### src/src_cache_pkg.sv
`default_nettype none
package src_cache_pkg;
  localparam logic [2:0] CMD_TICK   = 3'd0;
  localparam logic [2:0] CMD_ADD    = 3'd1;
  localparam logic [2:0] CMD_UPDATE = 3'd2;
  localparam logic [2:0] CMD_FIND   = 3'd3;
  localparam logic [2:0] CMD_DELETE = 3'd4;
  localparam logic [2:0] CMD_FLUSH  = 3'd5;

  localparam logic [1:0] ST_OK   = 2'd0;
  localparam logic [1:0] ST_NOP  = 2'd1;
  localparam logic [1:0] ST_FULL = 2'd2;

  localparam logic [31:0] TIME_MAX = 32'hFFFF_FFFF;
  localparam int unsigned MS_PER_SEC = 1000;

  typedef struct packed {
    logic [2:0]  command;
    logic [31:0] dest_addr;
    logic [21:0] lifetime_ms;
    logic [3:0]  route_len;
    logic [63:0] hops_0_1;
    logic [63:0] hops_2_3;
    logic [63:0] hops_4_5;
    logic [63:0] hops_6_7;
  } cmd_word_t;

  typedef struct packed {
    logic [1:0]  status;
    logic [3:0]  found_len;
    logic [63:0] found_0_1;
    logic [63:0] found_2_3;
    logic [63:0] found_4_5;
    logic [63:0] found_6_7;
    logic [6:0]  occupancy;
  } rsp_word_t;
endpackage
`default_nettype wire

### src/src_cache_front.sv
`default_nettype none
// Input skid into a two-entry command queue; clamps route_len and zeroes unused hops.
module src_cache_front #(
  parameter int MAX_HOPS = 8
) (
  input  wire                      clk,
  input  wire                      rst_n,
  input  wire                      in_valid,
  output logic                     in_ready,
  input  src_cache_pkg::cmd_word_t in_word,
  output logic                     q_valid,
  input  wire                      q_ready,
  output src_cache_pkg::cmd_word_t q_word
);
  src_cache_pkg::cmd_word_t mem_r [2];
  logic [1:0] cnt_r, cnt_nxt;
  logic       wp_r, rp_r;
  src_cache_pkg::cmd_word_t clean;
  logic [3:0] len;
  logic [255:0] hops, mask;
  logic push, pop;

  always_comb begin
    len = (in_word.route_len > 4'(MAX_HOPS)) ? 4'(MAX_HOPS) : in_word.route_len;
    hops = {in_word.hops_6_7, in_word.hops_4_5, in_word.hops_2_3, in_word.hops_0_1};
    for (int h = 0; h < 8; h++) mask[h*32 +: 32] = (4'(h) < len) ? '1 : '0;
    hops = hops & mask;
    clean = in_word;
    clean.route_len = len;
    {clean.hops_6_7, clean.hops_4_5, clean.hops_2_3, clean.hops_0_1} = hops;
  end

  assign in_ready = (cnt_r != 2'd2);
  assign q_valid  = (cnt_r != 2'd0);
  assign q_word   = mem_r[rp_r];
  assign push = in_valid && in_ready;
  assign pop  = q_valid && q_ready;

  always_comb begin
    cnt_nxt = cnt_r + 2'(push) - 2'(pop);
  end

  always_ff @(posedge clk) begin
    if (!rst_n) begin
      cnt_r <= '0;
      wp_r  <= 1'b0;
      rp_r  <= 1'b0;
    end else begin
      cnt_r <= cnt_nxt;
      if (push) wp_r <= ~wp_r;
      if (pop)  rp_r <= ~rp_r;
    end
    if (push) mem_r[wp_r] <= clean;
  end
endmodule
`default_nettype wire

### config.mk
export PLATFORM = sky130hd
export DESIGN_NAME = src_cache_front
export DESIGN_NICKNAME = d
export VERILOG_FILES = /design/src/src_cache_pkg.sv /design/src/src_cache_front.sv
export SDC_FILE = /design/constraint.sdc
export NUM_CORES = 1
export LEC_CHECK = 0
export BUFFER_PORTS_ARGS = -buffer_cell sky130_fd_sc_hd__buf_2
export CAP_MARGIN = 20
export CORE_MARGIN = 10
export CORE_UTILIZATION = 48
export CTS_CLUSTER_SIZE = 25
export DETAILED_ROUTE_END_ITERATION = 10
export MAX_ROUTING_LAYER = met4
export PLACE_DENSITY = 0.8
export SLEW_MARGIN = 40
export SYNTH_ARGS = -nofsm -noshare
export SYNTH_HDL_FRONTEND = slang
export SYNTH_SLANG_ARGS = --single-unit
### constraint.sdc
create_clock -name clk -period 16.05 [get_ports clk]
set_input_delay 1.605 -clock clk [delete_from_list [all_inputs] [get_ports clk]]
set_output_delay 1.605 -clock clk [all_outputs]
set_load 0.01 [all_outputs]
**Word-level counts from Yosys, hierarchy flattened**

Memory sizes are Yosys's and may differ from the RTL's. A register that Yosys moved wholly into a read port is not among the register bits.
Cells that the tools add are included.

- Bits in registers: 4
- RAM bits: 634
- Output and inout port bits: 319
- Memories kept: 1

Memory list:

| memory | depth | width | rd ports | clocked after Yosys merged registers in | wr ports | line | RTL |
|---|---|---|---|---|---|---|---|
| mem_r | 2 | 317 | 1 | 1 | 1 | src_cache_front.sv:15 | `src_cache_pkg::cmd_word_t mem_r [2];` |

- Add/sub/neg operators: 2
- Magnitude comparators: 9
- Equality and inequality tests: 1
- Mux-type cells: 13
- Bitwise logic cells: 3
- Reduce and logical (&&, ||, !) cells: 3

Operators with widths:

| kind | count |
|---|---|
| 256-bit AND | 1 |
| 32-bit two-way mux | 8 |
| 3-bit by 4-bit < comparator with 1-bit output, first input constant | 4 |
| 1-bit by 4-bit < comparator with 1-bit output, first input constant | 2 |
| 2-bit by 4-bit < comparator with 1-bit output, first input constant | 2 |
| 4-bit > comparator, second input constant | 1 |
| 1-bit two-way mux | 4 |
| 4-bit two-way mux | 1 |
| 2-bit by 1-bit adder with 2-bit output | 1 |
| 1-bit logical AND | 2 |
| 2-bit != test, second input constant | 1 |
| 1-bit NOT | 2 |
| 2-bit nonzero test | 1 |
| 2-bit by 1-bit subtractor with 2-bit output | 1 |

**Longest topological paths before layout**

Gate-level depths: netlist (run 1).

- Word-level depth: 5
- Mapped depth: 8

**Least setup slack after synthesis (run 1)**

Ideal clock, no wire load.

- Path kind: input to register
- From: input port in_valid
- To: memory mem_r[0][0] in the netlist's numbering (enable)
- Library setup time: 1002 ps
- Arrival: 14823 ps
- Setup slack: 225 ps
- Cell stages on the path: 2
- Buffers on the path: 0
- Cells stage by stage: nand2_1 > nor2_1

- Cells in the longest elaborated chain, start to end: 3

RTL lines:

| what | line | RTL |
|---|---|---|
| start, declared | src_cache_front.sv:8 | `input wire in_valid,` |
| 1-bit logical AND | src_cache_front.sv:36 | `assign push = in_valid && in_ready;` |
| 1-bit two-way mux | src_cache_front.sv:53 | `if (push) mem_r[wp_r] <= clean;` |
| 1-bit two-way mux (not written as such) | src_cache_front.sv:53 |  |
| end, declared | src_cache_front.sv:15 |  |

Every way passes these cells.

==> impl_metrics.py, run 1 <==
metrics = {
    "power": {
        "ir_worst_vdd_uv": 116,
        "p_leak_nw": 11.7,
        "p_comb_share_pct": 24.0,
        "pwr-share-seq_pct": 45.0,
        "p_switching_mw": 1.31,
        "netSwitchingFraction_pct": 27.3,
        "p_per_area_nw_per_um2": 155,
        "fin_total_pwr_mw": 4.81,
        "pwr-share-clk_pct": 31.0,
        "power.internal_mw": 3.50,
    },
    "place": {
        "pre_cts_ws_ns": 11.22,
        "place.gp.congestion": 0.814,
        "port_buffers": 639,
        "place.detailed.hpwl_mm": 44.3,
        "dp.cells": 2582,
        "place_area_um2": 28800,
    },
    "synth": {
        "yosys.cell_types.count": 23,
        "yosysWarningCount": 0,
        "synth_fp_nets": 1627,
        "netlist_area_um2": 24900,
        "synth_seq_cells": 639,
        "yosys.area.top_type": "edfxtp_1",
        "syn_area_per_cell_um2": 19.1,
        "synth_top_area_share_pct": 76.6,
        "seq_area_frac_synth_pct": 77.0,
        "synthTopCellsByArea": "edfxtp_1 (77%), mux2_2 (14%), nor2b_1 (4.9%), and2_1 (1.7%), buf_2 (0.64%)",
        "synth_cells": 1304,
    },
    "detailed_routing": {
        "first_pass_iters": 4,
        "drt_iter0_drc": 910,
        "vias": 13900,
        "wire_per_inst_um": 23.2,
        "antenna_left": 0,
        "drc": 0,
        "vias_per_cell": 5.11,
        "wl_mm": 62.8,
    },
    "setup_path": {
        "cpMostUsedCell": "buf_12",
        "regToRegSetupSlack_ns": 12.39,
        "crit_path_end_kind": "primary output",
        "arrival_ns": 3.43,
        "cp_slowest_cell": "buf_4",
        "worstReg2RegStart": "cnt_r[0]",
        "slowest_delay_ns": 0.58,
        "path_class": "reg2out",
        "cp-start-kind": "register",
        "crit_chain": "buf_12 -> buf_12 -> buf_6 -> buf_4 -> mux2_2 -> buf_2",
        "cp_max_fo": 75,
        "cp_data_required_time_ns": 14.44,
    },
    "floorplanning": {
        "start_util_pct": 48.5,
        "die_h_um": 248,
        "io_pins": 640,
        "die_w_um": 248,
        "core_area_um2": 51300,
        "dieArea_um2": 61300,
        "rows": 83,
    },
    "cells_and_area": {
        "drive_above_1_share_pct": 53.4,
        "fin_cells": 2711,
        "area_growth_pct": 24.7,
        "final_common_cell": "buf_2",
        "nNetsFinal": 2293,
        "layout.cells.most_common_list": "buf_2 (638), edfxtp_1 (634), mux2_2 (317)",
        "fin_util_pct": 60.4,
        "fin_area_um2": 31000,
    },
    "clock_tree": {
        "path_clk_slew_ns": 0.06,
        "cts_hold_buf": 0,
        "htree_num_levels": 3,
        "clk_latency_ns": 0.58,
        "post_cts_buffers": 0,
        "cts.repair.resized": 0,
        "cts_buffers": 66,
        "cts_root_buf": "clkbuf_16",
        "numClockSinks": 639,
        "cts_max_path_buffers": 3,
        "cts_tree": "done",
    },
    "run_status": {
        "outcome": "complete, no violations",
    },
    "timing": {
        "worst_slack_ns": 11.02,
        "slew_viol_final": 0,
        "worst_pin_slew_ns": 0.809,
        "holdWs_ns": 0.535,
        "relSlewSlack_pct": 46.1,
        "setup-tns-final_ns": 0,
        "timing.final.crit_share_pct": 31.4,
        "setup_viol": 0,
        "hold_violations": 0,
        "layout_min_cycle_time_ns": 5.03,
        "rsz0062_at_grt": "false",
        "max_freq_mhz": 199,
        "finClkSkew_ns": 0.0233,
    },
    "global_route": {
        "grt_max_degree": 84,
        "antenna_found_initial": 17,
        "track_usage_pct": 20.3,
        "grt_pass1_vias": 15000,
        "grt_pass1_wl_mm": 90.2,
        "gr-total-overflow": 0,
    },
    "min_path": {
        "hp-start": "wp_r",
        "hp-class": "reg2reg",
    },
    "run": {
        "cap_viol_max_count": 0,
    },
}
==> cell families (layout without fill, tap and decap cells) <==
kind of cell / after synthesis / count (layout) / synth area share [%]
AO/OA/AOI/OAI: 5 / 5 / 0.161
XOR/XNOR: 3 / 3 / 0.106
adder cells (fa/ha/maj): 2 / 2 / 0.101
buffers and inverters: 63 / 773 / 1.35
flip-flops: 639 / 639 / 77.0
multiplexers: 318 / 318 / 14.4
other: 0 / 17 / 0
AND/OR/NAND/NOR: 274 / 274 / 6.88
==> Yosys cell counts <==
master,count
a21oi_2,3
a31oi_1,1
and2_1,66
and2b_1,3
and3_1,1
buf_2,32
buf_4,16
clkbuf_1,14
dfxtp_1,5
edfxtp_1,634
ha_1,2
inv_1,1
mux2_2,317
mux2i_1,1
nand2_1,2
nand2b_1,2
nor2_1,1
nor2_2,2
nor2b_1,194
o21a_1,1
or2_1,2
or2_2,1
xnor2_1,3
==> worst paths after layout <==
path                   endpoint  cells after the start
hold / removal             wp_r                      2
setup reg to reg  mem_r[0][242]                      6
setup / recovery    q_word[285]                      6
hold reg to reg            wp_r                      2
==> power groups by stage <==
stage	logic [mW]	clock network, mW	registers, mW
2_1_floorplan	0.688	0	2.29
3_3_place_gp	1.12	0	2.21
3_5_place_dp	1.16	0	2.20
4_1_cts	1.17	1.53	2.17
5_1_grt	1.23	1.60	2.18
6_report	1.16	1.49	2.16
==> registers in the layout, summed over array words and instances, names as in the netlist, named ones only <==
register and cells:
cnt_r 2, rp_r 1, mem_r 634, wp_r 1
==> layout make-up <==
class,instances,area [µm²]
clock buffers,87,1820
clock inverters,25,290
well taps,680,851
flip-flops and latches,639,19100
inverters,1,3.75
multi-input cells,602,5420
diodes,17,42.5
repair buffers,660,3420
fillers,3637,20300
==> layer usage <==
| metal | share of wire (%) | vias to the layer above | GRT usage, % |
|---|---|---|---|
| met3 | 11 | 93 | 7.80 |
| met5 | 0 | - | - |
| met1 | 35 | 6873 | 21.4 |
| met2 | 51 | 627 | 34.2 |
| li1 | - | 6261 | - |
| met4 | 2.5 | 0 | 7.33 |
==> worst max-delay path: cells and delay by family, from the launching register on <==
family	cells	cell delay (ns)
buf+inv	5	1.78
flops	1	0.47
mux	1	0.43
Power figures use the tool's default switching activity.
==> run 2: changes to the inputs <==
- CORE_AREA: unset -> 10 10 241 243
- CORE_MARGIN: 10 -> unset
- CORE_UTILIZATION: 48 -> unset
- DIE_AREA: unset -> 0 0 251 253
- PLACE_DENSITY: 0.8 -> 0.76
- clock period: 16.05 -> 5.2 ns (I/O delays scaled with it)
==> impl_metrics.py, run 2 (synthesis gave the netlist of run 1 again) <==
metrics = {
    "clock_tree": {
        "htree_num_levels": 3,
        "post_cts_buffers": 0,
        "cts_tree": "done",
        "cts_max_path_buffers": 3,
        "cts.repair.resized": 0,
        "cts_root_buf": "clkbuf_16",
        "numClockSinks": 639,
        "clk_latency_ns": 0.57,
        "cts_buffers": 66,
        "cts_hold_buf": 0,
        "path_clk_slew_ns": 0.06,
    },
    "floorplanning": {
        "rows": 85,
        "dieArea_um2": 63500,
        "io_pins": 640,
        "die_h_um": 253,
        "start_util_pct": 46.7,
        "die_w_um": 251,
        "core_area_um2": 53300,
    },
    "cells_and_area": {
        "nFillCells": 3945,
        "largest_reg_flops": 634,
        "area_growth_pct": 24.9,
        "regMostFlops": "mem_r",
        "final_common_cell": "buf_2",
        "layout.cells.most_common_list": "buf_2 (638), edfxtp_1 (634), mux2_2 (317)",
        "top_regs": "mem_r (634), cnt_r (2)",
        "nNetsFinal": 2301,
        "drive_above_1_share_pct": 53.2,
        "fin_cells": 2731,
    },
    "setup_path": {
        "cp-start-kind": "register",
        "path_class": "reg2out",
        "crit_chain": "buf_12 -> buf_4 -> mux2_2 -> buf_2",
        "regToRegSetupSlack_ns": 3.04,
        "cp_max_fo": 36,
        "worstReg2RegStart": "cnt_r[0]",
        "path_delay_family": "buffers and inverters",
        "cp_slowest_cell": "dfxtp_4",
        "path_buf_inv": 3,
        "crit_path_end_kind": "primary output",
        "cp_data_required_time_ns": 4.68,
        "slowest_delay_ns": 0.69,
        "r2r-end": "mem_r[0][220]",
        "ff2ff_path_depth": 5,
        "arrival_ns": 2.56,
    },
    "detailed_routing": {
        "drc": 0,
        "wire_per_inst_um": 23.6,
        "drt_iter0_drc": 918,
        "wl_mm": 64.3,
        "vias": 14000,
        "first_pass_iters": 5,
        "antenna_left": 0,
        "vias_per_cell": 5.13,
    },
    "power": {
        "netSwitchingFraction_pct": 27.8,
        "p_switching_mw": 4.09,
        "power.internal_mw": 10.6,
        "p_per_area_nw_per_um2": 473,
        "ir_worst_vdd_uv": 330,
        "p_comb_share_pct": 24.6,
        "pwr-share-clk_pct": 29.8,
        "p_leak_nw": 11.7,
        "fin_total_pwr_mw": 14.7,
        "pwr-share-seq_pct": 45.6,
    },
    "timing": {
        "rsz0062_at_grt": "false",
        "hold_violations": 0,
        "finClkSkew_ns": 0.0225,
        "slew_viol_final": 0,
        "max_freq_mhz": 325,
        "setup_viol": 0,
        "worst_pin_slew_ns": 0.855,
        "relSlewSlack_pct": 43.0,
        "timing.final.crit_share_pct": 59.2,
        "layout_min_cycle_time_ns": 3.08,
        "holdWs_ns": 0.129,
    },
    "global_route": {
        "track_usage_pct": 20.1,
        "antenna_found_initial": 11,
        "grt_max_degree": 118,
        "grt_pass1_wl_mm": 93.6,
        "gr-total-overflow": 0,
        "grt_pass1_vias": 15000,
    },
    "min_path": {
        "hold_depth": 1,
        "hp-class": "in2reg",
        "hp-start": "in_word[273]",
        "hold_end": "mem_r[0][273]",
    },
    "place": {
        "place.gp.congestion": 0.835,
        "dp.cells": 2604,
        "place.detailed.hpwl_mm": 46.6,
        "port_buffers": 639,
    },
    "run_status": {
        "outcome": "complete, no violations",
    },
    "run": {
        "cap_viol_max_count": 0,
    },
}
run 2: cell types whose count changed in the layout (fill, tap and decap cells not counted), sizes merged:
cell / change
buf: +7
clkbuf: -5
bufinv: -2
inv: +3
clkinv: +7
diode: -5
clkinvlp: -1
run 2: how the worst max path moves through the flow:
| stage | startpoint | endpoint | slack, ns | cells after the start |
|---|---|---|---|---|
| final | register | q_word[33] | 2.12 | 4 |
| after global routing | register | q_word[50] | 1.98 | 4 |
| after CTS | register | q_word[73] | 2.05 | 4 |
| after detailed placement | in_word[259] | mem_r[0][252] | 2.26 | 5 |
| after global placement | in_word[259] | mem_r[0][238] | 2.38 | 5 |
| after floorplan | in_valid | mem_r[0][0] | -0.46 | 2 |
run 2: power groups by stage:
stage	registers, mW	clock network, mW	logic (mW)
after floorplan	6.84	0	2.13
after global placement	6.80	0	3.55
after detailed placement	6.82	0	3.64
after CTS	6.71	4.47	3.66
after global routing	6.76	4.69	3.86
final	6.70	4.38	3.62
run 2: area by class of cell:
cell class	instances	area (µm²)	area share, %
diodes	12	30.0	0.0967
clock buffers	81	1710	5.50
clock inverters	32	269	0.866
inverters	1	3.75	0.0121
multi-input cells	602	5450	17.5
flip-flops and latches	639	19100	61.6
well taps	696	871	2.80
repair buffers	668	3580	11.5
run 2: metrics by stage:
| stage | setup slack (ns) | utilization (%) | TNS (ns) | area, µm² |
|---|---|---|---|---|
| finish | 2.12 | 58.3 | 0 | 31100 |
| global route | 1.98 | 58.3 | 0 | 31000 |
| CTS | 2.05 | 58.1 | 0 | 31000 |
| detailed placement | 2.26 | 54.4 | 0 | 29000 |
| global placement | 2.38 | 54.3 | 0 | 28900 |
| floorplan | -0.463 | - | -146.79 | 24900 |
run 2: worst reg2reg max path: stages (launching register included):
cell      delay (ns)
dfxtp_2         0.34
nand2b_4        0.16
nand2_8         0.06
nor2_4          0.33
buf_16          0.21
buf_12          0.39
run 2: per-layer routing:
layer	vias to the layer above	wire [µm]	track usage [%]
met2	631	33400	34.0
met5	-	0	-
met4	0	1300	5.94
met3	88	5990	6.58
li1	6289	-	-
met1	7006	23700	22.3
